**config.mk**
```make
export PLATFORM = sky130hd
export DESIGN_NAME = rpa_window
export DESIGN_NICKNAME = d
export VERILOG_FILES = /design/src/design/rpa_pkg.sv /design/src/design/rpa_window.sv
export SDC_FILE = /design/constraint.sdc
export NUM_CORES = 2
export LEC_CHECK = 0
export BUFFER_PORTS_ARGS = -buffer_cell sky130_fd_sc_hd__buf_2
export CORE_MARGIN = 4
export CORE_UTILIZATION = 50
export DETAILED_ROUTE_END_ITERATION = 6
export PLACE_DENSITY = 0.64
export SLEW_MARGIN = 10
export SYNTH_ARGS = -nofsm -noshare
export SYNTH_HDL_FRONTEND = slang
export SYNTH_SLANG_ARGS = --single-unit
```
**constraint.sdc**
```tcl
create_clock -name aclk -period 6.76 [get_ports aclk]
set_clock_uncertainty 0.1 [all_clocks]
set_input_delay 1.352 -clock aclk [delete_from_list [all_inputs] [get_ports aclk]]
set_output_delay 1.352 -clock aclk [all_outputs]
set_load 0.02 [all_outputs]
```
**src/design/rpa_pkg.sv**
```systemverilog
`timescale 1ns / 1ps
// ----------------------------------------------------------------------------
// rpa_pkg: shared types and constants for the relay PID autotuner
// Word layouts, request/phase/direction codes, register indexes.
// ----------------------------------------------------------------------------
package rpa_pkg;

    localparam int WINDOW_DEPTH = 256;
    localparam int CYCLE_LIMIT  = 64;
    localparam int WIN_AW       = $clog2(WINDOW_DEPTH);

    localparam int TEMP_W     = 13;
    localparam int BAND_W     = 8;
    localparam int DRIVE_W    = 8;
    localparam int CYC_W      = 7;
    localparam int LB_W       = 9;
    localparam int TICK_W     = 10;
    localparam int TIME_W     = 32;
    localparam int GAIN_W     = 32;
    localparam int STAT_W     = 3;
    localparam int CFG_IDX_W  = 3;
    localparam int CFG_DATA_W = 13;

    // divider operand widths
    localparam int NUM_W = 66;
    localparam int DEN_W = 64;

    localparam logic [1:0] REQ_START = 2'd0;
    localparam logic [1:0] REQ_TICK  = 2'd1;
    localparam logic [1:0] REQ_HALT  = 2'd2;

    localparam logic [STAT_W-1:0] PH_IDLE    = 3'd0;
    localparam logic [STAT_W-1:0] PH_RUN     = 3'd1;
    localparam logic [STAT_W-1:0] PH_STABLE  = 3'd2;
    localparam logic [STAT_W-1:0] PH_TIMEOUT = 3'd3;
    localparam logic [STAT_W-1:0] PH_ABORT   = 3'd4;

    localparam logic [1:0] DIR_NONE = 2'd0;
    localparam logic [1:0] DIR_MAX  = 2'd1;
    localparam logic [1:0] DIR_MIN  = 2'd2;

    localparam logic [CFG_IDX_W-1:0] CFG_TARGET   = 3'd0;
    localparam logic [CFG_IDX_W-1:0] CFG_BAND     = 3'd1;
    localparam logic [CFG_IDX_W-1:0] CFG_LOOKBACK = 3'd2;
    localparam logic [CFG_IDX_W-1:0] CFG_MAXCYC   = 3'd3;
    localparam logic [CFG_IDX_W-1:0] CFG_DRIVE    = 3'd4;
    localparam logic [CFG_IDX_W-1:0] CFG_TICK_MS  = 3'd5;

    typedef struct packed {
        logic [1:0]        req_type;
        logic [TEMP_W-1:0] temperature;
    } in_word_t;

    typedef struct packed {
        logic [DRIVE_W-1:0] heater_drive;
        logic [STAT_W-1:0]  status;
        logic [CYC_W-1:0]   cycles_done;
        logic               gains_valid;
        logic [GAIN_W-1:0]  gain_p;
        logic [GAIN_W-1:0]  gain_i;
        logic [GAIN_W-1:0]  gain_d;
    } out_word_t;

    typedef struct packed {
        logic [TEMP_W-1:0]  amp;
        logic [DRIVE_W-1:0] drive;
        logic [TIME_W-1:0]  period;
    } gain_req_t;

    typedef struct packed {
        logic [GAIN_W-1:0] gain_p;
        logic [GAIN_W-1:0] gain_i;
        logic [GAIN_W-1:0] gain_d;
    } gain_res_t;

endpackage

```
**src/design/rpa_window.sv**
```systemverilog
`timescale 1ns / 1ps
// ----------------------------------------------------------------------------
// rpa_window: sample history and peak scan
// Circular buffer; compares a new sample against the last lb entries,
// one per cycle, then appends it.
// ----------------------------------------------------------------------------
module rpa_window import rpa_pkg::*; (
    input  logic              aclk,
    input  logic              aresetn,
    input  logic              go,
    input  logic [TEMP_W-1:0] sample,
    input  logic [LB_W-1:0]   lb,
    output logic              done,
    output logic              is_max,
    output logic              is_min
);

    logic [TEMP_W-1:0] mem [WINDOW_DEPTH];
    logic [TEMP_W-1:0] rd_data_reg;
    logic [WIN_AW-1:0] wp_reg;
    logic [WIN_AW-1:0] rd_addr;
    logic [LB_W-1:0]   idx_reg;
    logic [LB_W-1:0]   lb_reg;
    logic [TEMP_W-1:0] t_reg;
    logic              busy_reg;
    logic              pend_reg;
    logic              done_reg;
    logic              max_reg;
    logic              min_reg;
    logic              rd_en;
    logic              fin;

    assign rd_en   = busy_reg && (idx_reg < lb_reg);
    assign fin     = busy_reg && !rd_en && !pend_reg;
    assign rd_addr = wp_reg - WIN_AW'(1) - WIN_AW'(idx_reg);

    always_ff @(posedge aclk) begin
        if (rd_en) begin
            rd_data_reg <= mem[rd_addr];
        end
        if (fin) begin
            mem[wp_reg] <= t_reg;
        end
    end

    always_ff @(posedge aclk) begin
        if (!aresetn) begin
            busy_reg <= 1'b0;
            pend_reg <= 1'b0;
            done_reg <= 1'b0;
            wp_reg   <= '0;
            idx_reg  <= '0;
            lb_reg   <= '0;
            t_reg    <= '0;
            max_reg  <= 1'b0;
            min_reg  <= 1'b0;
        end else begin
            done_reg <= 1'b0;
            if (go) begin
                busy_reg <= 1'b1;
                pend_reg <= 1'b0;
                idx_reg  <= '0;
                lb_reg   <= lb;
                t_reg    <= sample;
                max_reg  <= 1'b1;
                min_reg  <= 1'b1;
            end else if (busy_reg) begin
                pend_reg <= rd_en;
                if (rd_en) begin
                    idx_reg <= idx_reg + LB_W'(1);
                end
                if (pend_reg) begin
                    if (!(t_reg > rd_data_reg)) max_reg <= 1'b0;
                    if (!(t_reg < rd_data_reg)) min_reg <= 1'b0;
                end
                if (fin) begin
                    busy_reg <= 1'b0;
                    wp_reg   <= wp_reg + WIN_AW'(1);
                    done_reg <= 1'b1;
                end
            end
        end
    end

    assign done   = done_reg;
    assign is_max = max_reg;
    assign is_min = min_reg;

endmodule

```
# [Word-level counts from Yosys, hierarchy flattened]
# Memories as Yosys holds them, arrays and structs flattened. A register that Yosys moved wholly into a read port is not among the register bits.
# Index checks and enable logic that the tools add are counted.
[classes] magnitude_cmp=3 mux=13 addsub=4 reduce_logical=13 n_eq_ne=2 bitwise=3
[op_table] op="greater-than comparator 13 bit" n=1
[op_table] op="less-than comparator 13 bit" n=1
[op_table] op="two-way mux 1 bit" n=13
[op_table] op="adder 9 x 1 -> 9 bit, second input constant" n=1
[op_table] op="less-than comparator 9 bit" n=1
[op_table] op="AND reduction 3 bit" n=3
[op_table] op="adder 8 x 1 -> 8 bit, second input constant" n=1
[op_table] op="subtractor 8 x 1 -> 8 bit, second input constant" n=1
[op_table] op="subtractor 8 bit" n=1
[op_table] op="!= test 2 bit, second input constant" n=2
[op_table] op="nonzero test 2 bit" n=2
[op_table] op="logical AND 1 bit" n=3
[op_table] op="NOT 1 bit" n=3
[op_table] op="OR reduction 3 bit" n=1
[op_table] op="zero test 1 bit" n=2
[op_table] op="AND reduction 2 bit" n=1
[op_table] op="OR reduction 2 bit" n=1
[totals] memories=1 ff_bits=44 word_cells=48 output_inout_bits=3 ramBits=3328
[mem_list] memory="mem" words=256 word_bits=13 rd=1 rd_ports_with_merged_regs=1 wr=1 line_no="rpa_window.sv:18" rtl="logic [TEMP_W-1:0] mem [WINDOW_DEPTH];"

# [Depth between registers and ports, before layout]
[depth] depth_word=8 ltp_mapped=14

# [Least setup slack after synthesis]
# OpenSTA, ideal clock, no wires.
[synth_path] path_kind="reg2reg" start="register t_reg[6]" end="register max_reg (netlist: is_max)" setup_slack_ns=1.186 synth_period_minus_slack_ns=5.574 required_ns=6.538 n_path_buf=0 t_arrival_ns=5.352 path_stages_with_launch=10 setup_time_ns=0.122 cell_sequence="dfxtp_1 > ha_1 > a21o_1 > a21o_1 > a21oi_1 > nor2_1 > a211oi_1 > o31a_1 > o21ai_0 > a221o_1"
[synth_via] elab_chain_len=3
[synth_lines] item="start, declared" line_no="rpa_window.sv:24" rtl="logic [TEMP_W-1:0] t_reg;"
[synth_lines] item="start signal, assigned" line_no="rpa_window.sv:64" rtl="t_reg <= sample;"
[synth_lines] item="greater-than comparator 13 bit" line_no="rpa_window.sv:73" rtl="if (!(t_reg > rd_data_reg)) max_reg <= 1'b0;"
[synth_lines] item="!= test 2 bit (no line)"
[synth_lines] item="AND reduction 3 bit (no line)"
[synth_lines] item="end signal, assigned" line_no="rpa_window.sv:55" rtl="max_reg <= 1'b0;"
[synth_lines] item="end signal, assigned" line_no="rpa_window.sv:65" rtl="max_reg <= 1'b1;"
[synth_lines] item="end signal, assigned" line_no="rpa_window.sv:73"
[synth_lines] item="end, declared" line_no="rpa_window.sv:28" rtl="logic max_reg;"
# Every way passes these cells.
# A chain may end at the register's enable or synchronous reset.

# [Worst setup path in the final report]
[layout_path] start="register idx_reg[0]" end="register rd_data_reg[9], read port of mem (data pin)"
[layout_via] elab_chain_len=2
[layout_lines] item="start, declared" line_no="rpa_window.sv:22" rtl="logic [LB_W-1:0] idx_reg;"
[layout_lines] item="start signal, assigned" line_no="rpa_window.sv:70" rtl="idx_reg <= idx_reg + LB_W'(1);"
[layout_lines] item="less-than comparator 9 bit" line_no="rpa_window.sv:33" rtl="assign rd_en = busy_reg && (idx_reg < lb_reg);"
[layout_lines] item="logical AND 1 bit" line_no="rpa_window.sv:33"
[layout_lines] item="end, declared" line_no="rpa_window.sv:19" rtl="logic [TEMP_W-1:0] rd_data_reg;"
# Several ways; a longest one is shown, not always the timed one.

==> impl_metrics.tcl <==
set metrics [dict create \
    period_minus_slack_ns 5.775 \
    ys_seq_area_frac 0.7730 \
    wl_met2_mm 159.0 \
    synthAdderAreaFrac 0.003306 \
    ys_ff_latch 3385 \
    synth_edf_count 3341 \
    synth_top_cell_by_area "edfxtp_1" \
    post_cts_buffers 0 \
    num_rows 187 \
    drv_slew 0 \
    initial_core_util 0.5032 \
    clk_latency_ns 0.97 \
    cpPeakStageDelay_ns 1.20 \
    peakVddDrop_mv 0.2745 \
    crit_arrival_ns 6.35 \
    netlist_top_cells_area "edfxtp_1 (77%), mux4_2 (16%), nor2_1 (1.3%)" \
    portBuffers 27 \
    start_kind "flip-flop" \
    grt_max_degree 241 \
    cts_inserted_buffers 355 \
    synth_top_family_by_area "multiplexers" \
    die_x_um 519.7 \
    antenna_found_initial 21 \
    first_pass_iters 6 \
    status "finished clean" \
    die-area_um2 270100 \
    multi_input_area_um2 28270 \
    cp_common_cell "nor2_1" \
    post_synth_num_cell_types 50 \
    tightest_slew_ns 1.453 \
    ys.flop_type "edfxtp_1" \
    pin_count 28 \
    fin_crit_sh 0.8544 \
    top_layer_used "met5" \
    final_cell_mix "edfxtp_1 (3,341), mux4_2 (936), nand2_1 (390)" \
    timing.fmax_ghz 0.1731 \
    setup-violations-final 0 \
    drv_cap 0 \
    wl_met1_mm 131.0 \
    fill_cells 18850 \
    relSlewSlack 0.03116 \
    regArea_um2 101300 \
    tns_ns 0 \
    cp_slowest_cell "fa_4" \
    vias 63620 \
    gp_congestion 0.8774 \
    largest_reg_flops 3328 \
    initialDrtViolationCount 8542 \
    layout_commonest_cell "edfxtp_1" \
    worst-path-buf-inv 3 \
    drt_wl_total_mm 334.3 \
    postCtsHoldBufs 0 \
    cp_cell_sequence "inv_1 > ha_4 > fa_4 > buf_12 > buf_4 > mux4_2 > nor2_1 > nor2_1 > o221ai_1 > a32oi_1 > and4_1" \
    vias_per_cell 6.288 \
    core_area_um2 260200 \
    cp.required_ns 7.34 \
    post_cts_resized 0 \
    clkSinkCount 3385 \
    ant_nets 0 \
    hold_viol 0 \
    synth-compound-area-share 0.01219 \
    holdWs_ns 0.4226 \
    critical_path_class "flip-flop to flip-flop" \
    postSynthCellCount 5967 \
    path_clk_slew_ns 0.06 \
    crit_path_end_kind "flip-flop" \
    yosysWarnings 0 \
    die_h_um 519.7 \
    route.detailed.drc 0 \
    synth_xor_area_frac 0.001940 \
    hpwlAfterDp_mm 197.7 \
    grt_pass1_wl_mm 479.4 \
    overflow 0 \
    layout.nets 6402 \
    postSynth.asyncResetShare 0 \
    critPathMaxFanout 40 \
    hp-class "flip-flop to flip-flop" \
    leakagePower_nw 49.03 \
    netlist.area_leader.share 0.7662 \
    yosys.area_share.simple 0.02912 \
    wl_per_cell_um 33.04 \
    synth_nets 6026 \
    ctsHtreeMaxLevel 5 \
    syn_to_final_growth_pct 13.47 \
    drive_above_1_share 0.2867 \
    clockBufferDepth 4 \
    wl_met3_mm 30.64 \
    p_per_area_nw_per_um2 305.0 \
    rsz0062_at_grt "no" \
    track_usage 0.2475 \
    cts_tree "yes" \
    root_buffer "clkbuf_16" \
    syn-cell-area_um2 130900 \
    synthMuxAreaShare 0.1670 \
    synth.avg_cell_area_um2 21.94 \
    grt_pass1_vias 63450 \
    cp_top_family "adder cells" \
    power.total_mw 45.32 \
]
-- worst paths after layout --
check / to / slack (ns) / depth (start not counted) / startpoint
setup / recovery: rd_data_reg[9] / 0.98 / 11 / idx_reg[0]
hold / removal: lb_reg[8] / 0.42 / 2 / lb_reg[8]
setup reg to reg: rd_data_reg[9] / 0.98 / 11 / idx_reg[0]
hold reg to reg: lb_reg[8] / 0.42 / 2 / lb_reg[8]
-- report_power, final --
part	internal [mW]	switching, mW	total (mW)
logic	1.08	1.65	2.74
clock network	11.5	7.87	19.4
registers	23.1	0.103	23.2
total	35.7	9.63	45.3
-- worst min-delay path: stages (launching register included) --
cell and delay [ns]:
dfxtp_1 0.33, mux2i_1 0.07, nor2b_1 0.09
-- Yosys cell counts, types with 30 or more instances --
master,instances
edfxtp_1,3341
mux4_2,936
nor2_1,449
nand2_1,408
clkbuf_1,134
buf_2,120
a32oi_1,103
mux2i_1,78
buf_4,56
o221ai_1,52
dfxtp_1,44
inv_1,37
ha_1,33
nor2b_1,30
-- through the flow --
step | instances | util | setup slack [ns] | cell area [µm²]
floorplan | 5967 | - | 1.186 | 130900
global placement | 9479 | 0.5266 | 1.031 | 137000
detailed placement | 9481 | 0.5268 | 0.9891 | 137100
CTS | 10110 | 0.5708 | 0.8481 | 148500
global route | 10110 | 0.5710 | 0.9570 | 148600
finish | 10120 | 0.5710 | 0.9846 | 148600
-- final cells by class --
| cell class | instances | share of cell area |
|---|---|---|
| Inverter | 38 | 0.0009601 |
| Tap cell | 3496 | 0.02944 |
| Timing Repair Buffer | 351 | 0.02055 |
| Sequential cell | 3385 | 0.6815 |
| Multi-Input combinational cell | 2212 | 0.1903 |
| Clock buffer | 420 | 0.06187 |
| Antenna cell | 8 | 0.0001347 |
| Clock inverter | 207 | 0.01526 |
-- kinds of logic after synthesis --
logic type,after synthesis
mux,1014
compound gates,193
xor+xnor,23
fa+ha+maj,34
simple gates,948
flops,3385
buf+inv,370
-- routing by layer --
metal | vias up | GRT usage
met5 | - | 0
met4 | 8 | 0.09100
met3 | 606 | 0.05119
met2 | 3297 | 0.3812
met1 | 34110 | 0.3549
li1 | 25600 | -
(Power assumes the default switching activity.)
