[config.mk]
export PLATFORM = sky130hd
export DESIGN_NAME = rpa_gain
export DESIGN_NICKNAME = d
export VERILOG_FILES = /design/src/design/rpa_pkg.sv /design/src/design/rpa_div.sv /design/src/design/rpa_gain.sv
export SDC_FILE = /design/constraint.sdc
export NUM_CORES = 2
export LEC_CHECK = 0
export BUFFER_PORTS_ARGS = -buffer_cell sky130_fd_sc_hd__buf_2
export CORE_ASPECT_RATIO = 1.1
export CORE_MARGIN = 8
export CORE_UTILIZATION = 60
export DETAILED_ROUTE_END_ITERATION = 10
export GPL_TIMING_DRIVEN = 0
export PLACE_DENSITY = 0.77
export SYNTH_ARGS = -nofsm -noshare
export SYNTH_HDL_FRONTEND = slang
export SYNTH_SLANG_ARGS = --single-unit
[constraint.sdc]
create_clock -name aclk -period 12.7 [get_ports aclk]
set_clock_uncertainty 0.05 [all_clocks]
set_input_delay 3.81 -clock aclk [delete_from_list [all_inputs] [get_ports aclk]]
set_output_delay 3.81 -clock aclk [all_outputs]
set_load 0.1 [all_outputs]
[src/design/rpa_pkg.sv]
`timescale 1ns / 1ps
// ----------------------------------------------------------------------------
// rpa_pkg: shared types and constants for the relay PID autotuner
// Word layouts, request/phase/direction codes, register indexes.
// ----------------------------------------------------------------------------
package rpa_pkg;

    localparam int WINDOW_DEPTH = 256;
    localparam int CYCLE_LIMIT  = 64;
    localparam int WIN_AW       = $clog2(WINDOW_DEPTH);

    localparam int TEMP_W     = 13;
    localparam int BAND_W     = 8;
    localparam int DRIVE_W    = 8;
    localparam int CYC_W      = 7;
    localparam int LB_W       = 9;
    localparam int TICK_W     = 10;
    localparam int TIME_W     = 32;
    localparam int GAIN_W     = 32;
    localparam int STAT_W     = 3;
    localparam int CFG_IDX_W  = 3;
    localparam int CFG_DATA_W = 13;

    // divider operand widths
    localparam int NUM_W = 66;
    localparam int DEN_W = 64;

    localparam logic [1:0] REQ_START = 2'd0;
    localparam logic [1:0] REQ_TICK  = 2'd1;
    localparam logic [1:0] REQ_HALT  = 2'd2;

    localparam logic [STAT_W-1:0] PH_IDLE    = 3'd0;
    localparam logic [STAT_W-1:0] PH_RUN     = 3'd1;
    localparam logic [STAT_W-1:0] PH_STABLE  = 3'd2;
    localparam logic [STAT_W-1:0] PH_TIMEOUT = 3'd3;
    localparam logic [STAT_W-1:0] PH_ABORT   = 3'd4;

    localparam logic [1:0] DIR_NONE = 2'd0;
    localparam logic [1:0] DIR_MAX  = 2'd1;
    localparam logic [1:0] DIR_MIN  = 2'd2;

    localparam logic [CFG_IDX_W-1:0] CFG_TARGET   = 3'd0;
    localparam logic [CFG_IDX_W-1:0] CFG_BAND     = 3'd1;
    localparam logic [CFG_IDX_W-1:0] CFG_LOOKBACK = 3'd2;
    localparam logic [CFG_IDX_W-1:0] CFG_MAXCYC   = 3'd3;
    localparam logic [CFG_IDX_W-1:0] CFG_DRIVE    = 3'd4;
    localparam logic [CFG_IDX_W-1:0] CFG_TICK_MS  = 3'd5;

    typedef struct packed {
        logic [1:0]        req_type;
        logic [TEMP_W-1:0] temperature;
    } in_word_t;

    typedef struct packed {
        logic [DRIVE_W-1:0] heater_drive;
        logic [STAT_W-1:0]  status;
        logic [CYC_W-1:0]   cycles_done;
        logic               gains_valid;
        logic [GAIN_W-1:0]  gain_p;
        logic [GAIN_W-1:0]  gain_i;
        logic [GAIN_W-1:0]  gain_d;
    } out_word_t;

    typedef struct packed {
        logic [TEMP_W-1:0]  amp;
        logic [DRIVE_W-1:0] drive;
        logic [TIME_W-1:0]  period;
    } gain_req_t;

    typedef struct packed {
        logic [GAIN_W-1:0] gain_p;
        logic [GAIN_W-1:0] gain_i;
        logic [GAIN_W-1:0] gain_d;
    } gain_res_t;

endpackage

[src/design/rpa_div.sv]
`timescale 1ns / 1ps
// ----------------------------------------------------------------------------
// rpa_div: rounding, saturating restoring divider
// quot = floor(num/den + 1/2), clamped to all ones; one bit per cycle.
// ----------------------------------------------------------------------------
module rpa_div import rpa_pkg::*; (
    input  logic              aclk,
    input  logic              aresetn,
    input  logic              start,
    input  logic [NUM_W-1:0]  num,
    input  logic [DEN_W-1:0]  den,
    output logic              done,
    output logic [GAIN_W-1:0] quot
);

    localparam int RW  = DEN_W + 1 + GAIN_W;
    localparam int CNT_W = $clog2(GAIN_W);

    logic [RW-1:0]     n2;
    logic [RW-1:0]     d2_top;
    logic [RW-1:0]     rem_reg;
    logic [RW-1:0]     ds_reg;
    logic [GAIN_W-1:0] q_reg;
    logic [CNT_W-1:0]  cnt_reg;
    logic              busy_reg;
    logic              done_reg;
    logic              ge;

    // round half up: (2n + d) / 2d
    assign n2     = RW'({num, 1'b0}) + RW'(den);
    assign d2_top = {den, 1'b0, GAIN_W'(0)};
    assign ge     = rem_reg >= ds_reg;

    always_ff @(posedge aclk) begin
        if (!aresetn) begin
            busy_reg <= 1'b0;
            done_reg <= 1'b0;
            cnt_reg  <= '0;
            rem_reg  <= '0;
            ds_reg   <= '0;
            q_reg    <= '0;
        end else begin
            done_reg <= 1'b0;
            if (start) begin
                if (n2 >= d2_top) begin
                    q_reg    <= '1;
                    done_reg <= 1'b1;
                end else begin
                    rem_reg  <= n2;
                    ds_reg   <= d2_top >> 1;
                    q_reg    <= '0;
                    cnt_reg  <= CNT_W'(GAIN_W - 1);
                    busy_reg <= 1'b1;
                end
            end else if (busy_reg) begin
                if (ge) rem_reg <= rem_reg - ds_reg;
                q_reg  <= {q_reg[GAIN_W-2:0], ge};
                ds_reg <= ds_reg >> 1;
                if (cnt_reg == '0) begin
                    busy_reg <= 1'b0;
                    done_reg <= 1'b1;
                end else begin
                    cnt_reg <= cnt_reg - CNT_W'(1);
                end
            end
        end
    end

    assign done = done_reg;
    assign quot = q_reg;

endmodule

[src/design/rpa_gain.sv]
`timescale 1ns / 1ps
// ----------------------------------------------------------------------------
// rpa_gain: Ziegler-Nichols gain sequencer
// One shared multiplier builds the operands, one divider gives Kp, Ki, Kd.
// ----------------------------------------------------------------------------
module rpa_gain import rpa_pkg::*; (
    input  logic      aclk,
    input  logic      aresetn,
    input  logic      start,
    input  gain_req_t req,
    output logic      done,
    output gain_res_t res
);

    // Ku*pi*A = 128*D; Kp num 0.6*128*100000*2^16 = 1875 << 28 etc.
    localparam logic [31:0] PI_SCALED = 32'd314159;
    localparam logic [31:0] KP_COEF   = 32'd1875;
    localparam logic [31:0] KI_COEF   = 32'd1875000;
    localparam int KP_SHIFT = 28;
    localparam int KI_SHIFT = 29;
    localparam int KD_HI    = 26;
    localparam int KD_LO    = 22;

    localparam logic [1:0] SEL_P = 2'd0;
    localparam logic [1:0] SEL_I = 2'd1;
    localparam logic [1:0] SEL_D = 2'd2;

    typedef enum logic [7:0] {
        G_IDLE = 8'b00000001,
        G_DEN  = 8'b00000010,
        G_DENP = 8'b00000100,
        G_DP   = 8'b00001000,
        G_NP   = 8'b00010000,
        G_NI   = 8'b00100000,
        G_LOAD = 8'b01000000,
        G_WAIT = 8'b10000000
    } gstate_t;

    gstate_t            state_reg;
    logic [1:0]         sel_reg;
    logic               done_reg;
    logic [TEMP_W-1:0]  a_reg;
    logic [DRIVE_W-1:0] d_reg;
    logic [TIME_W-1:0]  p_reg;
    logic [31:0]        den_reg;
    logic [63:0]        denp_reg;
    logic [39:0]        dp_reg;
    logic [18:0]        np_reg;
    logic [28:0]        ni_reg;
    gain_res_t          res_reg;

    logic [31:0]        mul_x;
    logic [31:0]        mul_y;
    logic [63:0]        prod;
    logic               div_start;
    logic               div_done;
    logic [NUM_W-1:0]   div_num;
    logic [DEN_W-1:0]   div_den;
    logic [GAIN_W-1:0]  div_q;
    logic               skip_i;

    always_comb begin
        mul_x = '0;
        mul_y = '0;
        case (state_reg)
            G_DEN: begin
                mul_x = PI_SCALED;
                mul_y = 32'(a_reg);
            end
            G_DENP: begin
                mul_x = den_reg;
                mul_y = p_reg;
            end
            G_DP: begin
                mul_x = 32'(d_reg);
                mul_y = p_reg;
            end
            G_NP: begin
                mul_x = KP_COEF;
                mul_y = 32'(d_reg);
            end
            G_NI: begin
                mul_x = KI_COEF;
                mul_y = 32'(d_reg);
            end
            default: ;
        endcase
    end

    assign prod = mul_x * mul_y;

    always_comb begin
        case (sel_reg)
            SEL_P: begin
                div_num = NUM_W'({np_reg, KP_SHIFT'(0)});
                div_den = DEN_W'(den_reg);
            end
            SEL_I: begin
                div_num = NUM_W'({ni_reg, KI_SHIFT'(0)});
                div_den = denp_reg;
            end
            default: begin
                div_num = NUM_W'({dp_reg, KD_HI'(0)}) - NUM_W'({dp_reg, KD_LO'(0)});
                div_den = DEN_W'(den_reg);
            end
        endcase
    end

    // zero period: integral gain saturates
    assign skip_i    = (sel_reg == SEL_I) && (p_reg == '0);
    assign div_start = (state_reg == G_LOAD) && !skip_i;

    rpa_div u_div (
        .aclk    (aclk),
        .aresetn (aresetn),
        .start   (div_start),
        .num     (div_num),
        .den     (div_den),
        .done    (div_done),
        .quot    (div_q)
    );

    always_ff @(posedge aclk) begin
        if (!aresetn) begin
            state_reg <= G_IDLE;
            sel_reg   <= SEL_P;
            done_reg  <= 1'b0;
            a_reg     <= '0;
            d_reg     <= '0;
            p_reg     <= '0;
            den_reg   <= '0;
            denp_reg  <= '0;
            dp_reg    <= '0;
            np_reg    <= '0;
            ni_reg    <= '0;
            res_reg   <= '0;
        end else begin
            done_reg <= 1'b0;
            case (state_reg)
                G_IDLE: begin
                    if (start) begin
                        a_reg   <= req.amp;
                        d_reg   <= req.drive;
                        p_reg   <= req.period;
                        sel_reg <= SEL_P;
                        if (req.amp == '0) begin
                            res_reg  <= '1;
                            done_reg <= 1'b1;
                        end else begin
                            state_reg <= G_DEN;
                        end
                    end
                end
                G_DEN: begin
                    den_reg   <= prod[31:0];
                    state_reg <= G_DENP;
                end
                G_DENP: begin
                    denp_reg  <= prod;
                    state_reg <= G_DP;
                end
                G_DP: begin
                    dp_reg    <= prod[39:0];
                    state_reg <= G_NP;
                end
                G_NP: begin
                    np_reg    <= prod[18:0];
                    state_reg <= G_NI;
                end
                G_NI: begin
                    ni_reg    <= prod[28:0];
                    state_reg <= G_LOAD;
                end
                G_LOAD: begin
                    if (skip_i) begin
                        res_reg.gain_i <= '1;
                        sel_reg        <= SEL_D;
                    end else begin
                        state_reg <= G_WAIT;
                    end
                end
                G_WAIT: begin
                    if (div_done) begin
                        case (sel_reg)
                            SEL_P: begin
                                res_reg.gain_p <= div_q;
                                sel_reg        <= SEL_I;
                                state_reg      <= G_LOAD;
                            end
                            SEL_I: begin
                                res_reg.gain_i <= div_q;
                                sel_reg        <= SEL_D;
                                state_reg      <= G_LOAD;
                            end
                            default: begin
                                res_reg.gain_d <= div_q;
                                state_reg      <= G_IDLE;
                                done_reg       <= 1'b1;
                            end
                        endcase
                    end
                end
                default: state_reg <= G_IDLE;
            endcase
        end
    end

    assign done = done_reg;
    assign res  = res_reg;

endmodule

# After elaboration in Yosys (flattened, before gate mapping)
# Index checks and enable logic that the tools add are counted.
[totals]
register_bits = 577
latch_bits = 0
ram_bits = 0
romBits = 0
input_bits = 56
output_inout_bits = 97
wordCells = 123
mem_count = 0
[classes]
addsub = 4
mul = 1
n_div = 0
order_cmp = 2
n_eq_ne = 21
shifts = 0
mux = 52
bitwise_logic = 0
n_reduce_logical = 23
[ops]
columns = ["operator", "count"]
rows = [
  ["$mux 97", 7],
  ["$mux 96", 3],
  ["$mux 32", 7],
  ["$ge 97x97->1", 2],
  ["$pmux 32 s3", 2],
  ["$pmux 32 s5", 1],
  ["$pmux 66 s2", 1],
  ["$pmux 32 s2", 2],
  ["$sub 97x97->97", 1],
  ["$add 67x64->68", 1],
  ["$sub 66x62->66", 1],
  ["$mul 32x32->64", 1],
  ["$mux 64", 1],
  ["$pmux 8 s8", 1],
  ["$logic_not 32->1", 1],
  ["$mux 8", 4],
  ["$mux 5", 4],
  ["$ne 2x2->1 const B", 9],
  ["$reduce_and 5->1", 3],
  ["$logic_not 13->1", 1],
  ["$mux 1", 12],
  ["$eq 8x1->1 const B", 1],
  ["$eq 8x2->1 const B", 1],
  ["$eq 8x3->1 const B", 1],
  ["25 further kinds", 35],
]

# Depth between registers and ports, before layout
[depth]
depth_word = 6
mapped_depth = 39
depth_no_buf = 36

# Cells and area by module
# Synthesis repeated with hierarchy kept, for this count alone.
[hier_totals]
cells_unflattened = 8558
hier_area_um2 = 69246.4
[by_module_without_submodules]
columns = ["module", "n_inst", "cells_per_inst", "area_per_inst_um2", "seq_area_each_um2"]
rows = [
  ["rpa_gain", 1, 5883, 48585.3, 6886.6],
  ["rpa_div", 1, 2675, 20661.1, 4644.5],
]

# Worst setup path after synthesis
# Ideal clock, no wire load.
[synth_timing]
path_kind = "register to register"
from = "reg state_reg[4]"
to = "reg denp_reg[56]"
setup_ps = 74
arrival_ps = 9037
t_required_ps = 12576
setup_slack_ps = 3538
stages_incl_launch_ff = 30
path_buffers = 4
synth_period_minus_slack_ps = 9162
cell_sequence = "dfxtp_1 or4_1 nor3_1 nand3b_1 nand2_1 clkbuf_1 clkbuf_1 a22o_1 clkbuf_1 nand2_1 fa_1 fa_1 fa_1 fa_1 inv_1 fa_1 fa_1 fa_1 fa_1 ha_1 clkbuf_1 nand4_1 nor4b_1 a21oi_1 o21ai_0 o31ai_1 a31oi_1 a41oi_1 xor2_1 o21ai_0"
[synth_between]
elab_chain_cells = 4
word_cells_on_any_way = 10
cone_classes = "1 x mul; 5 x eq/ne; 2 x mux; 2 x reduce/logical"
[synth_lines]
columns = ["element", "line", "text"]
rows = [
  ["start: declaration", "rpa_gain.sv:39", "gstate_t state_reg;"],
  ["start signal: assignment", "rpa_gain.sv:125", "state_reg <= G_IDLE;"],
  ["start signal: assignment", "rpa_gain.sv:150", "state_reg <= G_DEN;"],
  ["start signal: assignment", "rpa_gain.sv:156", "state_reg <= G_DENP;"],
  ["$eq 8x6->1 (tied with other cells)", "rpa_gain.sv:65", "case (state_reg)"],
  ["$reduce_or 2->1 (no line)", "--", ""],
  ["$pmux 32 s3", "rpa_gain.sv:65", ""],
  ["$mul 32x32->64", "rpa_gain.sv:90", "assign prod = mul_x * mul_y;"],
  ["end signal: assignment", "rpa_gain.sv:159", "denp_reg <= prod;"],
  ["end: declaration", "rpa_gain.sv:46", "logic [63:0] denp_reg;"],
]
# Parallel ways exist; a longest one is shown, timed or not.
# A chain may end at the register's enable or synchronous reset.

# Worst setup path in the final report
[layout_timing]
from = "reg state_reg[7]"
to = "reg denp_reg[57]"
# The elaborated chain is that of the path after synthesis.

==> impl_metrics.csv <==
group,metric,value,unit
outcome,status,"finished with violations",
outcome,violations,"capacitance limit, slew limit",
sta,finalMaxSlewViolations,59,
setup_path,criticalPathCategory,"flop to flop",
setup_path,max_stage_delay,1.07,ns
logic_synthesis,syn_area_per_cell,8.06,um2
clock_tree,cts.clk_slew.worst_paths,0.07,ns
sta,tightest_slew,1.60,ns
detailed_routing,vias,64378,
grt,grt_pass1_wl,419000,um
finish,nNetsFinal,9928,
clock_tree,cts_tree,"done",
power,power_density,60.7,mW/mm2
sta,setup_viol,0,
hold_path,min_delay_path_depth,2,
detailed_routing,wl,289000,um
clock_tree,cts_hold_buf,0,
grt,overflow,0,
clock_tree,cts_buffer_depth,3,
detailed_routing,drc,0,
setup_path,cp_max_fo,10,
logic_synthesis,yosysWarnings,0,
setup_path,slowest_stage,"clkbuf_1",
finish,largest_register_ffs,97,
logic_synthesis,synth_top_area_cell,"fa_1",
clock_tree,worstSkewPairLatency,0.70,ns
die,start_util,60.3,%
setup_path,worstPathArrival,13.04,ns
grt,grt_max_degree,15,
detailed_routing,drtAntennaViolNets,0,
sta,hold_viol,0,
power,ir_drop,0.102,mV
clock_tree,cts.sinks,576,
clock_tree,cts_root_buf,"clkbuf_16",
sta,tns,0,ns
logic_synthesis,synth_seq_area_share,17.3,%
setup_path,r2r.worst_path.cells,30,
detailed_routing,drtPass1Iterations,8,
sta,timing.final.crit_share,98.7,%
detailed_routing,drt_iter0_markers,7360,
grt,antenna_found_initial,15,
job,maxCapViolCount,8,
logic_synthesis,postSynthCellCount,8271,
logic_synthesis,synth_area,0.0666,mm2
logic_synthesis,async_flop_share,0,%
sta,fin_crit,12.53,ns
die,die_area,0.122,mm2
finish,final_cells,9995,
detailed_routing,wire_per_inst,28.9,um
grt,grt_pass1_vias,63484,
logic_synthesis,synth_ff_type,"dfxtp_1",
finish,layout-drive-gt1-share,4.37,%
die,die_w,334,um
grt,grt_util_all_layers,46.7,%
placement,io_buffers,152,
placement,dp_hpwl,232000,um
die,row_count,128,
setup_path,crit_required,13.21,ns
clock_tree,cts_htree_levels,3,
die,fp.dieH,366,um
setup_path,start_kind,"flop",
hold_path,hp-class,"flop to flop",
detailed_routing,vias_per_cell,6.44,
sta,maxSlewHeadroom,-6.78,%
setup_path,cp_common_cell,"fa_1",
sta,fmax,0.0798,GHz
die,core_area,0.111,mm2
logic_synthesis,synth_cell_type_count,89,
logic_synthesis,synth-edff-count,0,
setup_path,endpoint_kind,"flop",
die,ios,153,
placement,place_congestion,1.14,
power,leakage,32.9,nW
logic_synthesis,syn_nets,9699,
placement,dp_cells,9861,
finish,num-fill-cells,9513,
clock_tree,cts-buffers-inserted,66,
logic_synthesis,ys_seq_elements,576,
sta,rsz0062_at_grt,"false",
logic_synthesis,yosysTopAreaCellShare,27.0,%
finish,syn_to_final_growth,7.79,%
logic_synthesis,yosys-top-cells-area,"fa_1 27%, dfxtp_1 17%, ha_1 8.9%",
[synthesized netlist by cell type (all sizes together), types with 23 or more instances]
master and instances:
fa 898, o211ai 23, nor4 48, inv 1072, o21a 42, o21bai 47
a21oi 636, nor2 992, clkbuf 470, ha 474, o21ai 239, buf 38
a211oi 180, nand4 73, a22o 30, a21o 128, xor2 89, nand3 75
nor3 49, nor2b 32, a311oi 40, a31oi 48, nand2b 34, nand2 1211
dfxtp 576, mux2i 85, a22oi 47, xnor2 137, and2 91, and3 112
[per-layer routing]
| metal | global-route usage [%] | up-vias | wire, um |
|---|---|---|---|
| met4 | 44.4 | 4 | 36000 |
| met2 | 71.8 | 4690 | 123000 |
| li1 | - | 27466 | - |
| met1 | 50.9 | 30718 | 94500 |
| met5 | 0 | - | 41 |
| met3 | 14.7 | 1500 | 35300 |
[power breakdown]
part | total (mW) | switching, mW | leakage (nW) | internal (mW)
clock | 2.15 | 0.932 | 1.15 | 1.22
combinational | 0.352 | 0.293 | 27.1 | 0.0586
sequential | 1.86 | 0.0318 | 4.65 | 1.83
[worst paths after layout]
path	slack, ns	endpoint	start
min reg2reg	0.41	u_div.rem_reg[10]	u_div.rem_reg[10]
min	0.41	u_div.rem_reg[10]	u_div.rem_reg[10]
max reg2reg	0.17	denp_reg[57]	state_reg[7]
max	0.17	denp_reg[57]	state_reg[7]
[kinds of logic after synthesis]
kind of cell / Yosys count / share of synthesized area (%)
muxes: 85 / 1.28
xor gates and xnor gates: 226 / 2.97
adders and majority gates: 1372 / 35.9
and+or+nand+nor: 2793 / 17.9
DFF: 576 / 17.3
AOI/OAI and AO/OA: 1639 / 15.7
buffers and inverters: 1580 / 8.97
[layout make-up]
| type | count | area (um2) | area share [%] |
|---|---|---|---|
| flip-flops and latches | 576 | 11500 | 16.1 |
| inverters | 1072 | 4020 | 5.60 |
| repair buffers | 161 | 870 | 1.21 |
| plain buffers | 508 | 1970 | 2.74 |
| well taps | 1430 | 1790 | 2.49 |
| multi-input cells | 6115 | 49200 | 68.5 |
| clock buffers | 87 | 1880 | 2.62 |
| diodes | 11 | 27.5 | 0.0383 |
| clock inverters | 35 | 534 | 0.744 |
[worst max-delay path: cells and delay by family, from the launching register on]
| family | cells | cell delay, ns |
|---|---|---|
| buf+inv | 7 | 2.63 |
| xor+xnor | 1 | 0.24 |
| simple gates | 7 | 2.50 |
| compound gates | 6 | 1.93 |
| flops | 1 | 0.37 |
| fa+ha+maj | 9 | 4.64 |
[placed cells by master, fill, tap and decap left out, types with 85 or more instances in the layout]
master,n
a211oi_1,173
a21o_1,127
fa_1,898
a21oi_1,631
dfxtp_1,576
ha_1,474
nor2_1,992
nand2_1,1208
inv_1,1071
clkbuf_1,466
buf_2,166
o21ai_0,233
xor2_1,89
and2_1,85
and3_1,112
xnor2_1,137
mux2i_1,85
[stage by stage]
step / cell area [um2] / utilization, % / total power [mW] / setup WS [ns] / hold slack, ns
finish: 71800 / 65.0 / 4.36 / 0.171 / 0.406
detailed placement: 69300 / 62.8 / 2.23 / -0.0286 / 0.394
global placement: 69200 / 62.6 / 2.22 / -0.436 / 0.388
floorplan: 66600 / - / 2.08 / 3.54 / 0.374
CTS: 71800 / 64.9 / 4.32 / 0.237 / 0.405
global route: 71800 / 65.0 / 4.42 / 0.0268 / 0.421
[timing repair]
action | 4_1_cts | 5_1_grt
gates cloned | 0 | 0
setup endpoints to repair | 2 | 22
buffers inserted | 0 | 0
gates resized for setup | 1 | 30
No activity file was read; power rests on OpenSTA's default activity.
